**config.mk**
```make
export PLATFORM = sky130hd
export DESIGN_NAME = lorenz_euler_magnitude
export DESIGN_NICKNAME = d
export VERILOG_FILES = /design/src/sv/lem_pkg.sv /design/src/sv/lem_datapath.sv /design/src/sv/lorenz_euler_magnitude.sv
export SDC_FILE = /design/constraint.sdc
export NUM_CORES = 2
export LEC_CHECK = 0
export ABC_AREA = 1
export ABC_CLOCK_PERIOD_IN_PS = 16100
export BUFFER_PORTS_ARGS = -buffer_cell sky130_fd_sc_hd__buf_2
export CORE_ASPECT_RATIO = 2
export CORE_MARGIN = 5
export CORE_UTILIZATION = 35
export DETAILED_ROUTE_END_ITERATION = 12
export PLACE_DENSITY = 0.49
export RECOVER_POWER = 100
export REMOVE_ABC_BUFFERS = 1
export SLEW_MARGIN = 0
export SYNTH_ARGS = -nofsm -noshare
export SYNTH_HDL_FRONTEND = slang
export SYNTH_SLANG_ARGS = --single-unit
```
**constraint.sdc**
```tcl
create_clock -name clock -period 16.1 [get_ports clock]
set_clock_uncertainty 0.15 [all_clocks]
set_input_delay 2.415 -clock clock [delete_from_list [all_inputs] [get_ports clock]]
set_output_delay 2.415 -clock clock [all_outputs]
set_load 0.005 [all_outputs]
```
**src/sv/lem_pkg.sv**
```systemverilog
// Shared constants, microcode types and the control program of the Lorenz magnitude block
package lem_pkg;

   localparam int VALUE_WIDTH_DEFAULT = 32;
   localparam int FRAC_BITS_DEFAULT   = 22;
   localparam int STEP_WIDTH          = 6;
   localparam int REG_INDEX_WIDTH     = 2;

   typedef logic [3:0] op_type;
   localparam op_type OP_NOP    = 4'd0;
   localparam op_type OP_ADD    = 4'd1;
   localparam op_type OP_SUB    = 4'd2;
   localparam op_type OP_MLO    = 4'd3;
   localparam op_type OP_MHI    = 4'd4;
   localparam op_type OP_RND    = 4'd5;
   localparam op_type OP_ACC    = 4'd6;
   localparam op_type OP_COMMIT = 4'd7;
   localparam op_type OP_SQINIT = 4'd8;
   localparam op_type OP_SQSTEP = 4'd9;
   localparam op_type OP_DONE   = 4'd10;

   typedef logic [3:0] sel_type;
   localparam sel_type SEL_X      = 4'd0;
   localparam sel_type SEL_Y      = 4'd1;
   localparam sel_type SEL_Z      = 4'd2;
   localparam sel_type SEL_T      = 4'd3;
   localparam sel_type SEL_U      = 4'd4;
   localparam sel_type SEL_SIGMA  = 4'd5;
   localparam sel_type SEL_RHO    = 4'd6;
   localparam sel_type SEL_BETA   = 4'd7;
   localparam sel_type SEL_STEP   = 4'd8;
   localparam sel_type SEL_SAMPLE = 4'd9;

   typedef logic [2:0] dst_type;
   localparam dst_type DST_NONE = 3'd0;
   localparam dst_type DST_T    = 3'd1;
   localparam dst_type DST_U    = 3'd2;
   localparam dst_type DST_NX   = 3'd3;
   localparam dst_type DST_NY   = 3'd4;
   localparam dst_type DST_Z    = 3'd5;

   typedef logic [REG_INDEX_WIDTH-1:0] reg_index_type;
   localparam reg_index_type REG_SIGMA = 2'd0;
   localparam reg_index_type REG_RHO   = 2'd1;
   localparam reg_index_type REG_BETA  = 2'd2;
   localparam reg_index_type REG_STEP  = 2'd3;

   typedef logic [STEP_WIDTH-1:0] step_type;

   typedef struct packed {
      op_type   op;
      sel_type  src_a;
      sel_type  src_b;
      dst_type  dst;
      logic     loop;
      step_type target;
   } ucode_type;

   typedef struct packed {
      logic count_zero;
      logic saturated;
   } dp_status_type;

   localparam step_type  SQRT_STEP  = 6'd42;
   localparam ucode_type UCODE_IDLE = '{OP_NOP, SEL_X, SEL_X, DST_NONE, 1'b0, 6'd0};

   function automatic int csr_data_width(input int value_width);
      return (value_width > 32) ? 64 : 32;
   endfunction

   function automatic int csr_addr_shift(input int value_width);
      return (value_width > 32) ? 3 : 2;
   endfunction

   function automatic int csr_addr_width(input int value_width);
      return csr_addr_shift(value_width) + REG_INDEX_WIDTH;
   endfunction

   function automatic ucode_type uword(input op_type op, input sel_type a, input sel_type b,
                                       input dst_type d);
      return '{op, a, b, d, 1'b0, 6'd0};
   endfunction

   // Control program: one Euler step, then the four squares and the root
   function automatic ucode_type prog_word(input step_type step);
      ucode_type w;
      case (step)
         6'd0:  w = uword(OP_SUB, SEL_Y, SEL_X, DST_T);
         6'd1:  w = uword(OP_MLO, SEL_SIGMA, SEL_T, DST_NONE);
         6'd2:  w = uword(OP_MHI, SEL_SIGMA, SEL_T, DST_NONE);
         6'd3:  w = uword(OP_RND, SEL_X, SEL_X, DST_T);
         6'd4:  w = uword(OP_MLO, SEL_STEP, SEL_T, DST_NONE);
         6'd5:  w = uword(OP_MHI, SEL_STEP, SEL_T, DST_NONE);
         6'd6:  w = uword(OP_RND, SEL_X, SEL_X, DST_T);
         6'd7:  w = uword(OP_ADD, SEL_X, SEL_T, DST_NX);
         6'd8:  w = uword(OP_SUB, SEL_RHO, SEL_Z, DST_T);
         6'd9:  w = uword(OP_MLO, SEL_X, SEL_T, DST_NONE);
         6'd10: w = uword(OP_MHI, SEL_X, SEL_T, DST_NONE);
         6'd11: w = uword(OP_RND, SEL_X, SEL_X, DST_T);
         6'd12: w = uword(OP_SUB, SEL_T, SEL_Y, DST_T);
         6'd13: w = uword(OP_MLO, SEL_STEP, SEL_T, DST_NONE);
         6'd14: w = uword(OP_MHI, SEL_STEP, SEL_T, DST_NONE);
         6'd15: w = uword(OP_RND, SEL_X, SEL_X, DST_T);
         6'd16: w = uword(OP_ADD, SEL_Y, SEL_T, DST_NY);
         6'd17: w = uword(OP_MLO, SEL_X, SEL_Y, DST_NONE);
         6'd18: w = uword(OP_MHI, SEL_X, SEL_Y, DST_NONE);
         6'd19: w = uword(OP_RND, SEL_X, SEL_X, DST_T);
         6'd20: w = uword(OP_MLO, SEL_BETA, SEL_Z, DST_NONE);
         6'd21: w = uword(OP_MHI, SEL_BETA, SEL_Z, DST_NONE);
         6'd22: w = uword(OP_RND, SEL_X, SEL_X, DST_U);
         6'd23: w = uword(OP_SUB, SEL_T, SEL_U, DST_T);
         6'd24: w = uword(OP_MLO, SEL_STEP, SEL_T, DST_NONE);
         6'd25: w = uword(OP_MHI, SEL_STEP, SEL_T, DST_NONE);
         6'd26: w = uword(OP_RND, SEL_X, SEL_X, DST_T);
         6'd27: w = uword(OP_ADD, SEL_Z, SEL_T, DST_Z);
         6'd28: w = uword(OP_COMMIT, SEL_X, SEL_X, DST_NONE);
         6'd29: w = uword(OP_MLO, SEL_X, SEL_X, DST_NONE);
         6'd30: w = uword(OP_MHI, SEL_X, SEL_X, DST_NONE);
         6'd31: w = uword(OP_ACC, SEL_X, SEL_X, DST_NONE);
         6'd32: w = uword(OP_MLO, SEL_Y, SEL_Y, DST_NONE);
         6'd33: w = uword(OP_MHI, SEL_Y, SEL_Y, DST_NONE);
         6'd34: w = uword(OP_ACC, SEL_X, SEL_X, DST_NONE);
         6'd35: w = uword(OP_MLO, SEL_Z, SEL_Z, DST_NONE);
         6'd36: w = uword(OP_MHI, SEL_Z, SEL_Z, DST_NONE);
         6'd37: w = uword(OP_ACC, SEL_X, SEL_X, DST_NONE);
         6'd38: w = uword(OP_MLO, SEL_SAMPLE, SEL_SAMPLE, DST_NONE);
         6'd39: w = uword(OP_MHI, SEL_SAMPLE, SEL_SAMPLE, DST_NONE);
         6'd40: w = uword(OP_ACC, SEL_X, SEL_X, DST_NONE);
         6'd41: w = uword(OP_SQINIT, SEL_X, SEL_X, DST_NONE);
         6'd42: w = '{OP_SQSTEP, SEL_X, SEL_X, DST_NONE, 1'b1, SQRT_STEP};
         6'd43: w = uword(OP_DONE, SEL_X, SEL_X, DST_NONE);
         default: w = UCODE_IDLE;
      endcase
      return w;
   endfunction

endpackage

```
**src/sv/lem_datapath.sv**
```systemverilog
// Datapath of the Lorenz magnitude block: state, shared multiplier, clip unit and square root
module lem_datapath #(
   parameter int VALUE_WIDTH = lem_pkg::VALUE_WIDTH_DEFAULT,
   parameter int FRAC_BITS   = lem_pkg::FRAC_BITS_DEFAULT
) (
   input  logic                          clock,
   input  logic                          reset,
   input  logic                          start,
   input  logic signed [VALUE_WIDTH-1:0] sample_in,
   input  lem_pkg::ucode_type            ucode,
   input  logic signed [VALUE_WIDTH-1:0] sigma_gain,
   input  logic signed [VALUE_WIDTH-1:0] rho_gain,
   input  logic signed [VALUE_WIDTH-1:0] beta_gain,
   input  logic        [FRAC_BITS:0]     step_size,
   output lem_pkg::dp_status_type        status,
   output logic        [VALUE_WIDTH-2:0] magnitude
);

   localparam int W          = VALUE_WIDTH;
   localparam int F          = FRAC_BITS;
   localparam int MagWidth   = (W > F + 1) ? W : F + 1;
   localparam int SelWidth   = MagWidth + 1;
   localparam int AluWidth   = SelWidth + 1;
   localparam int DigWidth   = (MagWidth + 1) / 2;
   localparam int PartWidth  = MagWidth + DigWidth;
   localparam int ProdWidth  = 2 * MagWidth;
   localparam int SumWidth   = 2 * W + 1;
   localparam int RadWidth   = 2 * W + 2;
   localparam int RootWidth  = W + 1;
   localparam int RemWidth   = W + 2;
   localparam int CandWidth  = W + 4;
   localparam int CntWidth   = $clog2(W + 1);

   localparam longint OneQ      = longint'(1) << F;
   localparam longint VMaxL     = (longint'(1) << (W - 1)) - 1;
   localparam longint PosXRaw   = (OneQ + 5) / 10;
   localparam longint PosXReset = (PosXRaw > VMaxL) ? VMaxL : PosXRaw;

   localparam logic [ProdWidth-1:0] RoundHalf =
      {{(ProdWidth - F){1'b0}}, 1'b1, {(F - 1){1'b0}}};
   localparam logic [ProdWidth-1:0] LimPos = {{(ProdWidth - W + 1){1'b0}}, {(W - 1){1'b1}}};
   localparam logic [ProdWidth-1:0] LimNeg =
      {{(ProdWidth - W){1'b0}}, 1'b1, {(W - 1){1'b0}}};
   localparam logic signed [AluWidth-1:0] AluMax =
      {{(AluWidth - W + 1){1'b0}}, {(W - 1){1'b1}}};
   localparam logic signed [AluWidth-1:0] AluMin =
      {{(AluWidth - W + 1){1'b1}}, {(W - 1){1'b0}}};

   logic signed [W-1:0]         x_ff, x_in, y_ff, y_in, z_ff, z_in;
   logic signed [W-1:0]         nx_ff, nx_in, ny_ff, ny_in, t_ff, t_in, u_ff, u_in;
   logic signed [W-1:0]         sample_ff, sample_in_d;
   logic [ProdWidth-1:0]        prod_ff, prod_in;
   logic                        neg_ff, neg_in;
   logic [SumWidth-1:0]         sum_ff, sum_in;
   logic                        flag_ff, flag_in;
   logic [RadWidth-1:0]         rad_ff, rad_in;
   logic [RemWidth-1:0]         rem_ff, rem_in;
   logic [RootWidth-1:0]        root_ff, root_in;
   logic [CntWidth-1:0]         cnt_ff, cnt_in;

   logic signed [SelWidth-1:0]  opa, opb;
   logic [MagWidth-1:0]         mag_a, mag_b;
   logic [DigWidth-1:0]         digit;
   logic [PartWidth-1:0]        part;
   logic [ProdWidth-1:0]        rnd_sum, rnd_q, rnd_lim;
   logic                        rnd_ovf;
   logic [W-1:0]                rnd_mag;
   logic signed [W-1:0]         rnd_val;
   logic signed [AluWidth-1:0]  alu_sum;
   logic                        alu_ovf;
   logic signed [W-1:0]         alu_val;
   logic signed [W-1:0]         res_val;
   logic                        res_ovf;
   logic [CandWidth-1:0]        cand, trial;
   logic                        cand_ge;
   logic                        root_ovf;

   always_comb begin
      case (ucode.src_a)
         lem_pkg::SEL_X:      opa = SelWidth'(x_ff);
         lem_pkg::SEL_Y:      opa = SelWidth'(y_ff);
         lem_pkg::SEL_Z:      opa = SelWidth'(z_ff);
         lem_pkg::SEL_T:      opa = SelWidth'(t_ff);
         lem_pkg::SEL_U:      opa = SelWidth'(u_ff);
         lem_pkg::SEL_SIGMA:  opa = SelWidth'(sigma_gain);
         lem_pkg::SEL_RHO:    opa = SelWidth'(rho_gain);
         lem_pkg::SEL_BETA:   opa = SelWidth'(beta_gain);
         lem_pkg::SEL_STEP:   opa = signed'(SelWidth'(step_size));
         lem_pkg::SEL_SAMPLE: opa = SelWidth'(sample_ff);
         default:             opa = '0;
      endcase
   end

   always_comb begin
      case (ucode.src_b)
         lem_pkg::SEL_X:      opb = SelWidth'(x_ff);
         lem_pkg::SEL_Y:      opb = SelWidth'(y_ff);
         lem_pkg::SEL_Z:      opb = SelWidth'(z_ff);
         lem_pkg::SEL_T:      opb = SelWidth'(t_ff);
         lem_pkg::SEL_U:      opb = SelWidth'(u_ff);
         lem_pkg::SEL_SIGMA:  opb = SelWidth'(sigma_gain);
         lem_pkg::SEL_RHO:    opb = SelWidth'(rho_gain);
         lem_pkg::SEL_BETA:   opb = SelWidth'(beta_gain);
         lem_pkg::SEL_STEP:   opb = signed'(SelWidth'(step_size));
         lem_pkg::SEL_SAMPLE: opb = SelWidth'(sample_ff);
         default:             opb = '0;
      endcase
   end

   // Two-digit multiply: low half of operand b, then the high half
   always_comb begin
      mag_a = opa[SelWidth-1] ? MagWidth'(-opa) : MagWidth'(opa);
      mag_b = opb[SelWidth-1] ? MagWidth'(-opb) : MagWidth'(opb);
      digit = (ucode.op == lem_pkg::OP_MHI) ? DigWidth'(mag_b >> DigWidth)
                                            : mag_b[DigWidth-1:0];
      part  = PartWidth'(mag_a) * PartWidth'(digit);
   end

   // Round half away from zero, then clip against the signed range
   always_comb begin
      rnd_sum = prod_ff + RoundHalf;
      rnd_q   = rnd_sum >> F;
      rnd_lim = neg_ff ? LimNeg : LimPos;
      rnd_ovf = (rnd_q > rnd_lim);
      rnd_mag = rnd_ovf ? rnd_lim[W-1:0] : rnd_q[W-1:0];
      rnd_val = neg_ff ? signed'(-rnd_mag) : signed'(rnd_mag);
   end

   always_comb begin
      if (ucode.op == lem_pkg::OP_ADD) begin
         alu_sum = AluWidth'(opa) + AluWidth'(opb);
      end else begin
         alu_sum = AluWidth'(opa) - AluWidth'(opb);
      end
      alu_ovf = 1'b0;
      if (alu_sum > AluMax) begin
         alu_val = AluMax[W-1:0];
         alu_ovf = 1'b1;
      end else if (alu_sum < AluMin) begin
         alu_val = AluMin[W-1:0];
         alu_ovf = 1'b1;
      end else begin
         alu_val = alu_sum[W-1:0];
      end
      res_val = (ucode.op == lem_pkg::OP_RND) ? rnd_val : alu_val;
      res_ovf = (ucode.op == lem_pkg::OP_RND) ? rnd_ovf : alu_ovf;
   end

   // One root bit per step
   always_comb begin
      cand    = {rem_ff, rad_ff[RadWidth-1 -: 2]};
      trial   = {1'b0, root_ff, 2'b01};
      cand_ge = (cand >= trial);
   end

   always_comb begin
      x_in        = x_ff;
      y_in        = y_ff;
      z_in        = z_ff;
      nx_in       = nx_ff;
      ny_in       = ny_ff;
      t_in        = t_ff;
      u_in        = u_ff;
      sample_in_d = sample_ff;
      prod_in     = prod_ff;
      neg_in      = neg_ff;
      sum_in      = sum_ff;
      flag_in     = flag_ff;
      rad_in      = rad_ff;
      rem_in      = rem_ff;
      root_in     = root_ff;
      cnt_in      = cnt_ff;
      if (start) begin
         sample_in_d = sample_in;
         sum_in      = '0;
         flag_in     = 1'b0;
      end else begin
         case (ucode.op)
            lem_pkg::OP_ADD, lem_pkg::OP_SUB, lem_pkg::OP_RND: begin
               flag_in = flag_ff | res_ovf;
               case (ucode.dst)
                  lem_pkg::DST_T:  t_in  = res_val;
                  lem_pkg::DST_U:  u_in  = res_val;
                  lem_pkg::DST_NX: nx_in = res_val;
                  lem_pkg::DST_NY: ny_in = res_val;
                  lem_pkg::DST_Z:  z_in  = res_val;
                  default: ;
               endcase
            end
            lem_pkg::OP_MLO: begin
               prod_in = ProdWidth'(part);
               neg_in  = opa[SelWidth-1] ^ opb[SelWidth-1];
            end
            lem_pkg::OP_MHI: begin
               prod_in = prod_ff + (ProdWidth'(part) << DigWidth);
            end
            lem_pkg::OP_ACC: begin
               sum_in = sum_ff + {1'b0, prod_ff[2*W-1:0]};
            end
            lem_pkg::OP_COMMIT: begin
               x_in = nx_ff;
               y_in = ny_ff;
            end
            lem_pkg::OP_SQINIT: begin
               rad_in  = {1'b0, sum_ff};
               rem_in  = '0;
               root_in = '0;
               cnt_in  = CntWidth'(W);
            end
            lem_pkg::OP_SQSTEP: begin
               rem_in  = cand_ge ? RemWidth'(cand - trial) : cand[RemWidth-1:0];
               root_in = {root_ff[RootWidth-2:0], cand_ge};
               rad_in  = rad_ff << 2;
               cnt_in  = cnt_ff - 1'b1;
            end
            default: ;
         endcase
      end
   end

   always_ff @(posedge clock) begin
      if (reset) begin
         x_ff <= W'(PosXReset);
         y_ff <= '0;
         z_ff <= '0;
      end else begin
         x_ff <= x_in;
         y_ff <= y_in;
         z_ff <= z_in;
      end
   end

   always_ff @(posedge clock) begin
      nx_ff     <= nx_in;
      ny_ff     <= ny_in;
      t_ff      <= t_in;
      u_ff      <= u_in;
      sample_ff <= sample_in_d;
      prod_ff   <= prod_in;
      neg_ff    <= neg_in;
      sum_ff    <= sum_in;
      flag_ff   <= flag_in;
      rad_ff    <= rad_in;
      rem_ff    <= rem_in;
      root_ff   <= root_in;
      cnt_ff    <= cnt_in;
   end

   assign root_ovf = |root_ff[RootWidth-1:RootWidth-2];
   assign magnitude = root_ovf ? {(W - 1){1'b1}} : root_ff[W-2:0];
   assign status.count_zero = (cnt_ff == '0);
   assign status.saturated  = flag_ff | root_ovf;

endmodule

```
**src/sv/lorenz_euler_magnitude.sv**
```systemverilog
// Lorenz system advanced by one Euler step per request, returning the magnitude of state
// and sample. Each request carries one signed fixed-point sample (VALUE_WIDTH bits,
// FRAC_BITS fraction bits); the block steps x, y and z with sigma, rho, beta and step h,
// then returns floor(sqrt(x^2 + y^2 + z^2 + sample^2)) of the new state, clipped to the
// largest positive value, with a flag set if any intermediate was clipped. A microcoded
// sequencer runs a 44-step program over one shared multiplier (two passes per product,
// eleven products) and a square root that yields one bit per cycle. The next request is
// taken once the result has moved to the output register, a move that waits while a
// stalled result still holds that register. A finished result waits in the output
// register while the next request is accepted. Registers sit on the APB port at byte
// addresses 0 (sigma), 4 (rho), 8 (beta) and 12 (step h), or at 8-byte spacing with a
// 64-bit data bus when VALUE_WIDTH exceeds 32; write them only while the block is
// idle.
module lorenz_euler_magnitude #(
   parameter int VALUE_WIDTH = lem_pkg::VALUE_WIDTH_DEFAULT,
   parameter int FRAC_BITS   = lem_pkg::FRAC_BITS_DEFAULT
) (
   input  logic                                                   clock,
   input  logic                                                   reset,
   input  logic                                                   req_valid,
   output logic                                                   req_stall,
   input  logic signed [VALUE_WIDTH-1:0]                          req_sample_in,
   output logic                                                   rsp_valid,
   input  logic                                                   rsp_stall,
   output logic        [VALUE_WIDTH-2:0]                          rsp_magnitude_out,
   output logic                                                   rsp_saturated,
   input  logic                                                   psel,
   input  logic                                                   penable,
   input  logic                                                   pwrite,
   input  logic [lem_pkg::csr_addr_width(VALUE_WIDTH)-1:0]        paddr,
   input  logic [lem_pkg::csr_data_width(VALUE_WIDTH)-1:0]        pwdata,
   output logic [lem_pkg::csr_data_width(VALUE_WIDTH)-1:0]        prdata,
   output logic                                                   pready
);

   localparam int W          = VALUE_WIDTH;
   localparam int F          = FRAC_BITS;
   localparam int DataWidth  = lem_pkg::csr_data_width(VALUE_WIDTH);
   localparam int AddrWidth  = lem_pkg::csr_addr_width(VALUE_WIDTH);
   localparam int AddrShift  = lem_pkg::csr_addr_shift(VALUE_WIDTH);

   localparam longint OneQ     = longint'(1) << F;
   localparam longint VMaxL    = (longint'(1) << (W - 1)) - 1;
   localparam longint SigmaRaw = 10 * OneQ;
   localparam longint RhoRaw   = 28 * OneQ;
   localparam longint BetaRaw  = (16 * OneQ + 3) / 6;
   localparam longint SigmaRst = (SigmaRaw > VMaxL) ? VMaxL : SigmaRaw;
   localparam longint RhoRst   = (RhoRaw > VMaxL) ? VMaxL : RhoRaw;
   localparam longint BetaRst  = (BetaRaw > VMaxL) ? VMaxL : BetaRaw;
   localparam longint StepRst  = ((OneQ + 50) / 100) & ((longint'(1) << (F + 1)) - 1);

   logic signed [W-1:0]         sigma_ff, sigma_in, rho_ff, rho_in, beta_ff, beta_in;
   logic [F:0]                  hstep_ff, hstep_in;
   logic                        busy_ff, busy_in;
   lem_pkg::step_type           step_ff, step_in;
   logic                        rsp_valid_ff, rsp_valid_in;
   logic [W-2:0]                rsp_mag_ff, rsp_mag_in;
   logic                        rsp_sat_ff, rsp_sat_in;

   lem_pkg::reg_index_type      reg_idx;
   logic                        csr_write;
   logic                        accept;
   logic                        deliver;
   lem_pkg::ucode_type          ucode;
   lem_pkg::dp_status_type      dp_status;
   logic [W-2:0]                dp_magnitude;

   assign pready    = 1'b1;
   assign reg_idx   = paddr[AddrWidth-1:AddrShift];
   assign csr_write = psel & penable & pwrite;

   always_comb begin
      sigma_in = sigma_ff;
      rho_in   = rho_ff;
      beta_in  = beta_ff;
      hstep_in = hstep_ff;
      if (csr_write) begin
         case (reg_idx)
            lem_pkg::REG_SIGMA: sigma_in = signed'(pwdata[W-1:0]);
            lem_pkg::REG_RHO:   rho_in   = signed'(pwdata[W-1:0]);
            lem_pkg::REG_BETA:  beta_in  = signed'(pwdata[W-1:0]);
            lem_pkg::REG_STEP:  hstep_in = pwdata[F:0];
            default: ;
         endcase
      end
   end

   always_comb begin
      case (reg_idx)
         lem_pkg::REG_SIGMA: prdata = DataWidth'(sigma_ff);
         lem_pkg::REG_RHO:   prdata = DataWidth'(rho_ff);
         lem_pkg::REG_BETA:  prdata = DataWidth'(beta_ff);
         lem_pkg::REG_STEP:  prdata = DataWidth'(hstep_ff);
         default:            prdata = '0;
      endcase
   end

   // Sequencer: fetch the control word, advance, repeat the root step until its count runs out
   assign accept = req_valid & ~busy_ff;
   assign ucode  = busy_ff ? lem_pkg::prog_word(step_ff) : lem_pkg::UCODE_IDLE;

   always_comb begin
      busy_in      = busy_ff;
      step_in      = step_ff;
      deliver      = 1'b0;
      rsp_valid_in = rsp_valid_ff & rsp_stall;
      rsp_mag_in   = rsp_mag_ff;
      rsp_sat_in   = rsp_sat_ff;
      if (accept) begin
         busy_in = 1'b1;
         step_in = '0;
      end else if (busy_ff) begin
         if (ucode.op == lem_pkg::OP_DONE) begin
            // hold until the output register is free
            if (~rsp_valid_ff | ~rsp_stall) begin
               deliver = 1'b1;
               busy_in = 1'b0;
            end
         end else if (ucode.loop & ~dp_status.count_zero) begin
            step_in = ucode.target;
         end else begin
            step_in = step_ff + 1'b1;
         end
      end
      if (deliver) begin
         rsp_valid_in = 1'b1;
         rsp_mag_in   = dp_magnitude;
         rsp_sat_in   = dp_status.saturated;
      end
   end

   always_ff @(posedge clock) begin
      if (reset) begin
         sigma_ff     <= W'(SigmaRst);
         rho_ff       <= W'(RhoRst);
         beta_ff      <= W'(BetaRst);
         hstep_ff     <= (F + 1)'(StepRst);
         busy_ff      <= 1'b0;
         step_ff      <= '0;
         rsp_valid_ff <= 1'b0;
      end else begin
         sigma_ff     <= sigma_in;
         rho_ff       <= rho_in;
         beta_ff      <= beta_in;
         hstep_ff     <= hstep_in;
         busy_ff      <= busy_in;
         step_ff      <= step_in;
         rsp_valid_ff <= rsp_valid_in;
      end
   end

   always_ff @(posedge clock) begin
      rsp_mag_ff <= rsp_mag_in;
      rsp_sat_ff <= rsp_sat_in;
   end

   lem_datapath #(
      .VALUE_WIDTH (VALUE_WIDTH),
      .FRAC_BITS   (FRAC_BITS)
   ) u_datapath (
      .clock      (clock),
      .reset      (reset),
      .start      (accept),
      .sample_in  (req_sample_in),
      .ucode      (ucode),
      .sigma_gain (sigma_ff),
      .rho_gain   (rho_ff),
      .beta_gain  (beta_ff),
      .step_size  (hstep_ff),
      .status     (dp_status),
      .magnitude  (dp_magnitude)
   );

   assign req_stall         = busy_ff;
   assign rsp_valid         = rsp_valid_ff;
   assign rsp_magnitude_out = rsp_mag_ff;
   assign rsp_saturated     = rsp_sat_ff;

endmodule

```
Word-level counts from Yosys, hierarchy flattened

Memory sizes are Yosys's and may differ from the RTL's. A register that Yosys moved wholly into a read port is not among the register bits.
Cells that the tools add are included.
W data, S select, Z words.

$add $sub $neg: 11
Multiply operators: 1
Magnitude comparators: 4
Equal/unequal tests: 36
Muxes and demuxes: 35
Bitwise gates (word level): 15
Reduce and logical (&&, ||, !) cells: 23

Operator list:

| kind                     | number |
|---|---|
| $pmux W33 S10            | 2 |
| $mux W32                 | 8 |
| $pmux W66 S2             | 1 |
| $pmux W32 S4             | 1 |
| $pmux W64 S2             | 1 |
| $neg A32 Y32             | 3 |
| $mux W34                 | 2 |
| $pmux W34 S2             | 1 |
| $pmux W33 S2             | 1 |
| $add A65 B64 Y65         | 1 |
| $add A64 B22 Y64 const B | 1 |
| $add A64 B64 Y64         | 1 |
| $gt A42 B64 Y1           | 1 |
| $eq A4 B3 Y1 const B     | 12 |
| $mul A32 B16 Y48         | 1 |
| $ge A36 B35 Y1           | 1 |
| $add A33 B33 Y34         | 1 |
| $gt A34 B32 Y1 const B   | 1 |
| $lt A34 B32 Y1 const B   | 1 |
| $sub A33 B33 Y34         | 1 |
| $sub A34 B34 Y34         | 1 |
| $eq A4 B4 Y1 const B     | 7 |
| $eq A4 B2 Y1 const B     | 6 |
| $mux W22                 | 1 |
| other kinds (24)         | 68 |

Flip-flop bits (word level): 685
Bits in read-only memories: 1216
Input port bits: 75
Output and inout port bits: 67
Word-level logic and storage cells: 151
Memories: 1

Memories:

| name            | depth | width | rd ports | clocked after memory_dff | wr ports | RTL line      | RTL |
|---|---|---|---|---|---|---|---|
| (no name shown) | 64    | 19    | 1        | 1                        | 0        | lem_pkg.sv:87 | `case (step)` |

Logic depth before layout (Yosys ltp)

Depth in word-level cells: 10
Gate-level depth with buffers: 60
Mapped depth without buffers: 58

Cells and area by module

A second synthesis with hierarchy kept.

Cells, all modules: 8513
Area, all modules: 63438.3 um^2

By module, submodules not included:

| module                 | times used | cells each | area an instance (um^2) | sequential area each (um^2) |
|---|---|---|---|---|
| lem_datapath           | 1          | 7496       | 55879.8                 | 14173.6 |
| lorenz_euler_magnitude | 1          | 1017       | 7558.5                  | 3823.7 |

Worst setup path after synthesis

Ideal clock, no wire load.

Path type: register -> register
Start: register busy_ff, in the netlist req_stall
End: register u_datapath.prod_ff[63] (data pin)
Arrival time: 9.839 ns
Required time: 15.697 ns
Setup slack: 5.858 ns
Stages on the path, launching flop included: 57
Buffers on the path: 4
Clock period less this slack: 10.242 ns
Path through: dfxtp_1 buf_6 o21ai_2 nand2_1 inv_2 buf_6 nand2_1 o2111ai_1 nor3_1 nand2_1 inv_1 clkbuf_1 ha_1 inv_1 nor3_1 nand2_1 nor2_2 inv_2 (+21 left out) o21bai_1 a21oi_1 o21bai_1 a21oi_1 xnor2_1 ha_1 nand2_1 nor2_1 nand2_1 nor4_1 nand3_1 nand4_1 nand2_1 o311ai_0 xor2_1 nand2_1 nand2_1 nor2_1

Word-level cells in the longest chain between the ends: 9
Elaborated cells on any way between the ends: 33

RTL lines:

| element                                    | RTL line                      | RTL |
|---|---|---|
| start: declaration                         | lorenz_euler_magnitude.sv:54  | `logic busy_ff, busy_in;` |
| start signal: assignment                   | lorenz_euler_magnitude.sv:146 | `busy_ff <= busy_in;` |
| $mux W22 *                                 | lorenz_euler_magnitude.sv:100 | `assign ucode = busy_ff ? lem_pkg::prog_word(step_ff) : lem_pkg::UCODE_IDLE;` |
| $eq A4 B4 Y1, or another cell as far along | lem_datapath.sv:95            | `case (ucode.src_b)` |
| $pmux W33 S10                              | lem_datapath.sv:95            |  |
| $neg A32 Y32                               | lem_datapath.sv:113           | `mag_b = opb[SelWidth-1] ? MagWidth'(-opb) : MagWidth'(opb);` |
| $mux W32                                   | lem_datapath.sv:113           |  |
| $mux W16                                   | lem_datapath.sv:114           | `digit = (ucode.op == lem_pkg::OP_MHI) ? DigWidth'(mag_b >> DigWidth)` |
| $mul A32 B16 Y48                           | lem_datapath.sv:116           | `part = PartWidth'(mag_a) * PartWidth'(digit);` |
| $add A64 B64 Y64                           | lem_datapath.sv:195           | `prod_in = prod_ff + (ProdWidth'(part) << DigWidth);` |
| $pmux W64 S2 *                             | lem_datapath.sv:178           | `case (ucode.op)` |
| end signal: assignment                     | lem_datapath.sv:239           | `prod_ff <= prod_in;` |
| end: declaration                           | lem_datapath.sv:52            | `logic [ProdWidth-1:0] prod_ff, prod_in;` |

Mark *: on every way between the ends. The rest lies on a longest branch, timed or not.
A chain may end at the register's enable or synchronous reset.

Final worst setup path

Start: register busy_ff, in the netlist req_stall
End: register u_datapath.prod_ff[60] (data pin)

The elaborated chain is that of the path after synthesis.

==> results.txt <==
The post-CTS repair timing setup buffer count is 0. Number of flops mapped to enable cells by yosys: 396. Clock tree synthesis inserted a total of 71 buffers.

The quantity of I/O buffers inserted on ports is 138, and the setup slack on the worst flop-to-flop path is 1.31 ns. The total number of clock tree sinks was 701; the placer congestion estimate was 0.983. The peak fanout along the critical path is 21, and the wire length of the first global-routing pass is 362000 µm. The startpoint of the worst register-to-register path was req_stall$_SDFF_PP0_. The largest individual stage delay along the critical path comes from the cell sky130_fd_sc_hd__nand2_1.

The count of filler cells inserted in the layout is 18600, and the mean cell area of the mapped netlist is 7.55 µm². For this run, asynchronously set or reset flops after synthesis account for 0%. For the final routed database, the setup TNS stands at 0 ns. After detailed routing, the total wire length is 247000 µm.

The clock period could shrink to 14.79 ns. Relative to the synthesized area, the layout overhead comes to 8.83%. The logs give 3 for the CTS H-tree depth and 8275 for the instance count of the mapped netlist. TritonCTS built the clock tree. The endpoint class of the critical path was a flop. Measured along the y axis, the die boundary spans 607 µm. The sort of element at the start of the critical path is a flop. The detailed router's first-iteration violation count was 3994.

In this run the critical register-to-register path is captured at u_datapath.prod_ff[60]$_SDFFCE_PP0P_. For the worst-skew pair, the clock arrives at the later sink with an insertion delay of 0.67 ns. The tools report the initial standard-cell utilization of the core as 35.1%. The initial antenna violation count is 1. The critical path starts at req_stall$_SDFF_PP0_. The run gives 0.0180 mm² as the register area.

The first detailed-routing pass took 6 iterations. The number of vias per cell after detailed routing came out at 5.31. Setup repair after global routing left no endpoint under its margin.

In this run the worst hold path is classified as reg -> reg. The ratio of final minimum period to clock period works out to 91.9%. The run finished, with violations left.

Once detail routing completed, the nets flagged for antenna violations numbered 0. Achievable clock frequency: 0.0676 GHz. Once layout is complete, the cells apart from fillers number 10700. At the worst endpoint, the required time is 16.36 ns.

The tree is rooted in a sky130_fd_sc_hd__clkbuf_16. The count of state elements after synthesis came out at 701. In this run the horizontal extent of the chip is 309 µm. The tools report the proportion of synthesized chip area in sequential cells as 28.8%. The critical path in this run is classified as reg -> reg. The worst-case reg-to-reg path depth is 47, and the total vias in the final route is 56700. The stage delay of the slowest cell on the critical path is 0.94 ns, and the per-cell routed wire length is 23.1 µm. In the synthesized netlist the dominant register cell turns out to be sky130_fd_sc_hd__edfxtp_1.

The synthesized netlist occupies a cell area of 0.0624 mm². Data on the critical path arrives at its endpoint at 15.06 ns. The aggregate global routing overflow is 0. The area occupied by multi-input gates is 0.0376 mm². The checks that failed: capacitance limit, slew limit.

The cell depth of the worst hold path is 2, and the CTS clock-pin slew for the worst setup and hold paths is 0.07 ns. At the pin with the least slew margin, the transition time is 7.94 ns. Entering global routing, the biggest net connects 139 pins. The wire-length estimate of the detail-placed layout is 194000 µm. The final layout contains 9142 nets. The worst pin sits at a relative slew slack of -430%.

The placed cell count came out at 10500. The fraction of final layout cells sized beyond drive strength 1 works out to 5.39%. The placement row count was 219. In this design, the critical path's most frequently occurring cell is sky130_fd_sc_hd__o21ai_0. In the post-synthesis netlist, the biggest area contributors are sky130_fd_sc_hd__edfxtp_1, sky130_fd_sc_hd__fa_1, sky130_fd_sc_hd__dfxtp_1. Setup violations remaining at the end of the flow were counted as 0. The max-slew violation count came out at 1055.

sky130_fd_sc_hd__edfxtp_1 takes more of the synthesized area than any other cell. The tools report the number of buffers inserted by hold repair at cts as 0. The global-route usage over all layers is 25.6%.

The run gives 3 as the number of buffers between clock root and the deepest sink. After detailed routing, the number of remaining DRC violations is 0. In this run the most critical hold path is launched from u_datapath.nx_ff[6]$_DFFE_PP_. The Yosys step of the flow raised 0 warnings. The via count of the first global-routing pass was 57600; the number of distinct standard cells referenced by the synthesized netlist was 69.

The number of failing hold endpoints at the final stage was 0; the proportion of netlist area held by the largest area contributor was 19.0%. The number of max-cap violations is 19, and the quantity of gates resized following cts is 0. For hold timing, the worst endpoint is u_datapath.x_ff[6]$_SDFFE_PP1P_. The die covers 0.187 mm². Pin placement for this block handled 142 I/O pins. The core region is 0.178 mm².
-- per-stage QoR --
stage	util, %	hold WS (ns)	setup WS [ns]	area (µm²)
2_1_floorplan	-	0.276	0.372	61100
6_report	38.2	0.309	1.31	67900
3_5_place_dp	36.9	0.295	1.99	65700
3_3_place_gp	36.9	0.290	1.99	65700
5_1_grt	38.2	0.332	0.513	67900
4_1_cts	38.3	0.302	1.91	68200
-- worst max-delay path by stage --
stage               cells after the start                                    to  slack [ns]
floorplan                              41  u_datapath.prod_ff[63]$_SDFFCE_PP0P_        0.37
global placement                       49  u_datapath.prod_ff[63]$_SDFFCE_PP0P_        1.99
detailed placement                     45  u_datapath.prod_ff[60]$_SDFFCE_PP0P_        1.99
CTS                                    49  u_datapath.prod_ff[63]$_SDFFCE_PP0P_        1.91
global route                           48  u_datapath.prod_ff[60]$_SDFFCE_PP0P_        0.51
finish                                 47  u_datapath.prod_ff[60]$_SDFFCE_PP0P_        1.31
-- final cells by class --
cell class	count	share of cell area [%]
Timing Repair Buffer	249	2.03
Inverter	1487	8.22
Antenna cell	1	0.00368
Sequential cell	701	26.5
Multi-Input combinational cell	5782	55.3
Tap cell	2320	4.27
Clock inverter	37	0.749
Clock buffer	94	2.94
-- worst max-delay path: cells and delay by family, from the launching register on --
| family | cells | cell delay [ns] |
|---|---|---|
| and+or+nand+nor | 11 | 3.30 |
| adders and majority gates | 9 | 3.75 |
| DFF | 1 | 0.34 |
| buffers and inverters | 7 | 1.34 |
| AOI/OAI and AO/OA | 18 | 4.83 |
| xor gates and xnor gates | 2 | 0.78 |
-- Yosys cell counts, types with 29 or more instances --
master / n
sky130_fd_sc_hd__fa_1: 421
sky130_fd_sc_hd__xor2_1: 154
sky130_fd_sc_hd__nand3_1: 287
sky130_fd_sc_hd__nor4_1: 31
sky130_fd_sc_hd__ha_1: 354
sky130_fd_sc_hd__nand4_1: 76
sky130_fd_sc_hd__buf_2: 62
sky130_fd_sc_hd__a21oi_1: 648
sky130_fd_sc_hd__buf_4: 29
sky130_fd_sc_hd__o21ai_1: 29
sky130_fd_sc_hd__inv_2: 34
sky130_fd_sc_hd__nand2_1: 1557
sky130_fd_sc_hd__o211ai_1: 70
sky130_fd_sc_hd__a31oi_1: 55
sky130_fd_sc_hd__dfxtp_1: 305
sky130_fd_sc_hd__inv_1: 1445
sky130_fd_sc_hd__xnor2_1: 101
sky130_fd_sc_hd__o21ai_0: 597
sky130_fd_sc_hd__clkbuf_1: 191
sky130_fd_sc_hd__o21a_1: 29
sky130_fd_sc_hd__edfxtp_1: 396
sky130_fd_sc_hd__nor2_1: 851
sky130_fd_sc_hd__nor3_1: 44
sky130_fd_sc_hd__o22ai_1: 188
-- cells by family after synthesis --
| family | synth area share, % |
|---|---|
| and+or+nand+nor | 19.8 |
| xor gates and xnor gates | 3.71 |
| AOI/OAI and AO/OA | 15.9 |
| other | 0.00601 |
| DFF | 28.8 |
| adders and majority gates | 20.6 |
| buffers and inverters | 11.2 |
-- layer usage --
layer / part of all wire [%] / global-route usage, % / up-vias
li1: - / - / 26900
met1: 33 / 24.7 / 27400
met2: 54 / 49.7 / 1734
met3: 4.0 / 2.69 / 698
met4: 8.8 / 17.8 / 0
met5: 0 / 0 / -
-- layout by cell type (no fill, tap or decap), types with 27 or more instances in the layout --
cell type                   instances
sky130_fd_sc_hd__a21oi_1          648
sky130_fd_sc_hd__a31oi_1           55
sky130_fd_sc_hd__buf_2             95
sky130_fd_sc_hd__buf_4             85
sky130_fd_sc_hd__clkbuf_1          81
sky130_fd_sc_hd__clkbuf_16         74
sky130_fd_sc_hd__dfxtp_1          305
sky130_fd_sc_hd__edfxtp_1         396
sky130_fd_sc_hd__fa_1             421
sky130_fd_sc_hd__ha_1             354
sky130_fd_sc_hd__inv_1           1443
sky130_fd_sc_hd__inv_2             33
sky130_fd_sc_hd__nand2_1         1561
sky130_fd_sc_hd__nand3_1          288
sky130_fd_sc_hd__nand4_1           77
sky130_fd_sc_hd__nor2_1           846
sky130_fd_sc_hd__nor2_2            28
sky130_fd_sc_hd__nor3_1            44
sky130_fd_sc_hd__nor4_1            27
sky130_fd_sc_hd__o211ai_1          70
sky130_fd_sc_hd__o21a_1            29
sky130_fd_sc_hd__o21ai_0          605
sky130_fd_sc_hd__o22ai_1          188
sky130_fd_sc_hd__xnor2_1           98
sky130_fd_sc_hd__xor2_1           148
-- sequential cells by signal, summed over array words and instances (netlist names), 6 cells and up, named ones only --
signal,cells
hstep_ff,23
u_datapath.sample_ff,32
u_datapath.nx_ff,32
u_datapath.x_ff,32
u_datapath.rad_ff,66
u_datapath.u_ff,32
u_datapath.rem_ff,34
u_datapath.ny_ff,32
rsp_magnitude_out,31
beta_ff,32
step_ff,6
u_datapath.root_ff,33
u_datapath.prod_ff,64
rho_ff,32
u_datapath.sum_ff,65
u_datapath.z_ff,32
u_datapath.cnt_ff,6
u_datapath.t_ff,32
u_datapath.y_ff,32
sigma_ff,32
Power is left out: the tool's default activity adds up to more than one toggle a clock period on the data nets, which glitch-free logic cannot reach.
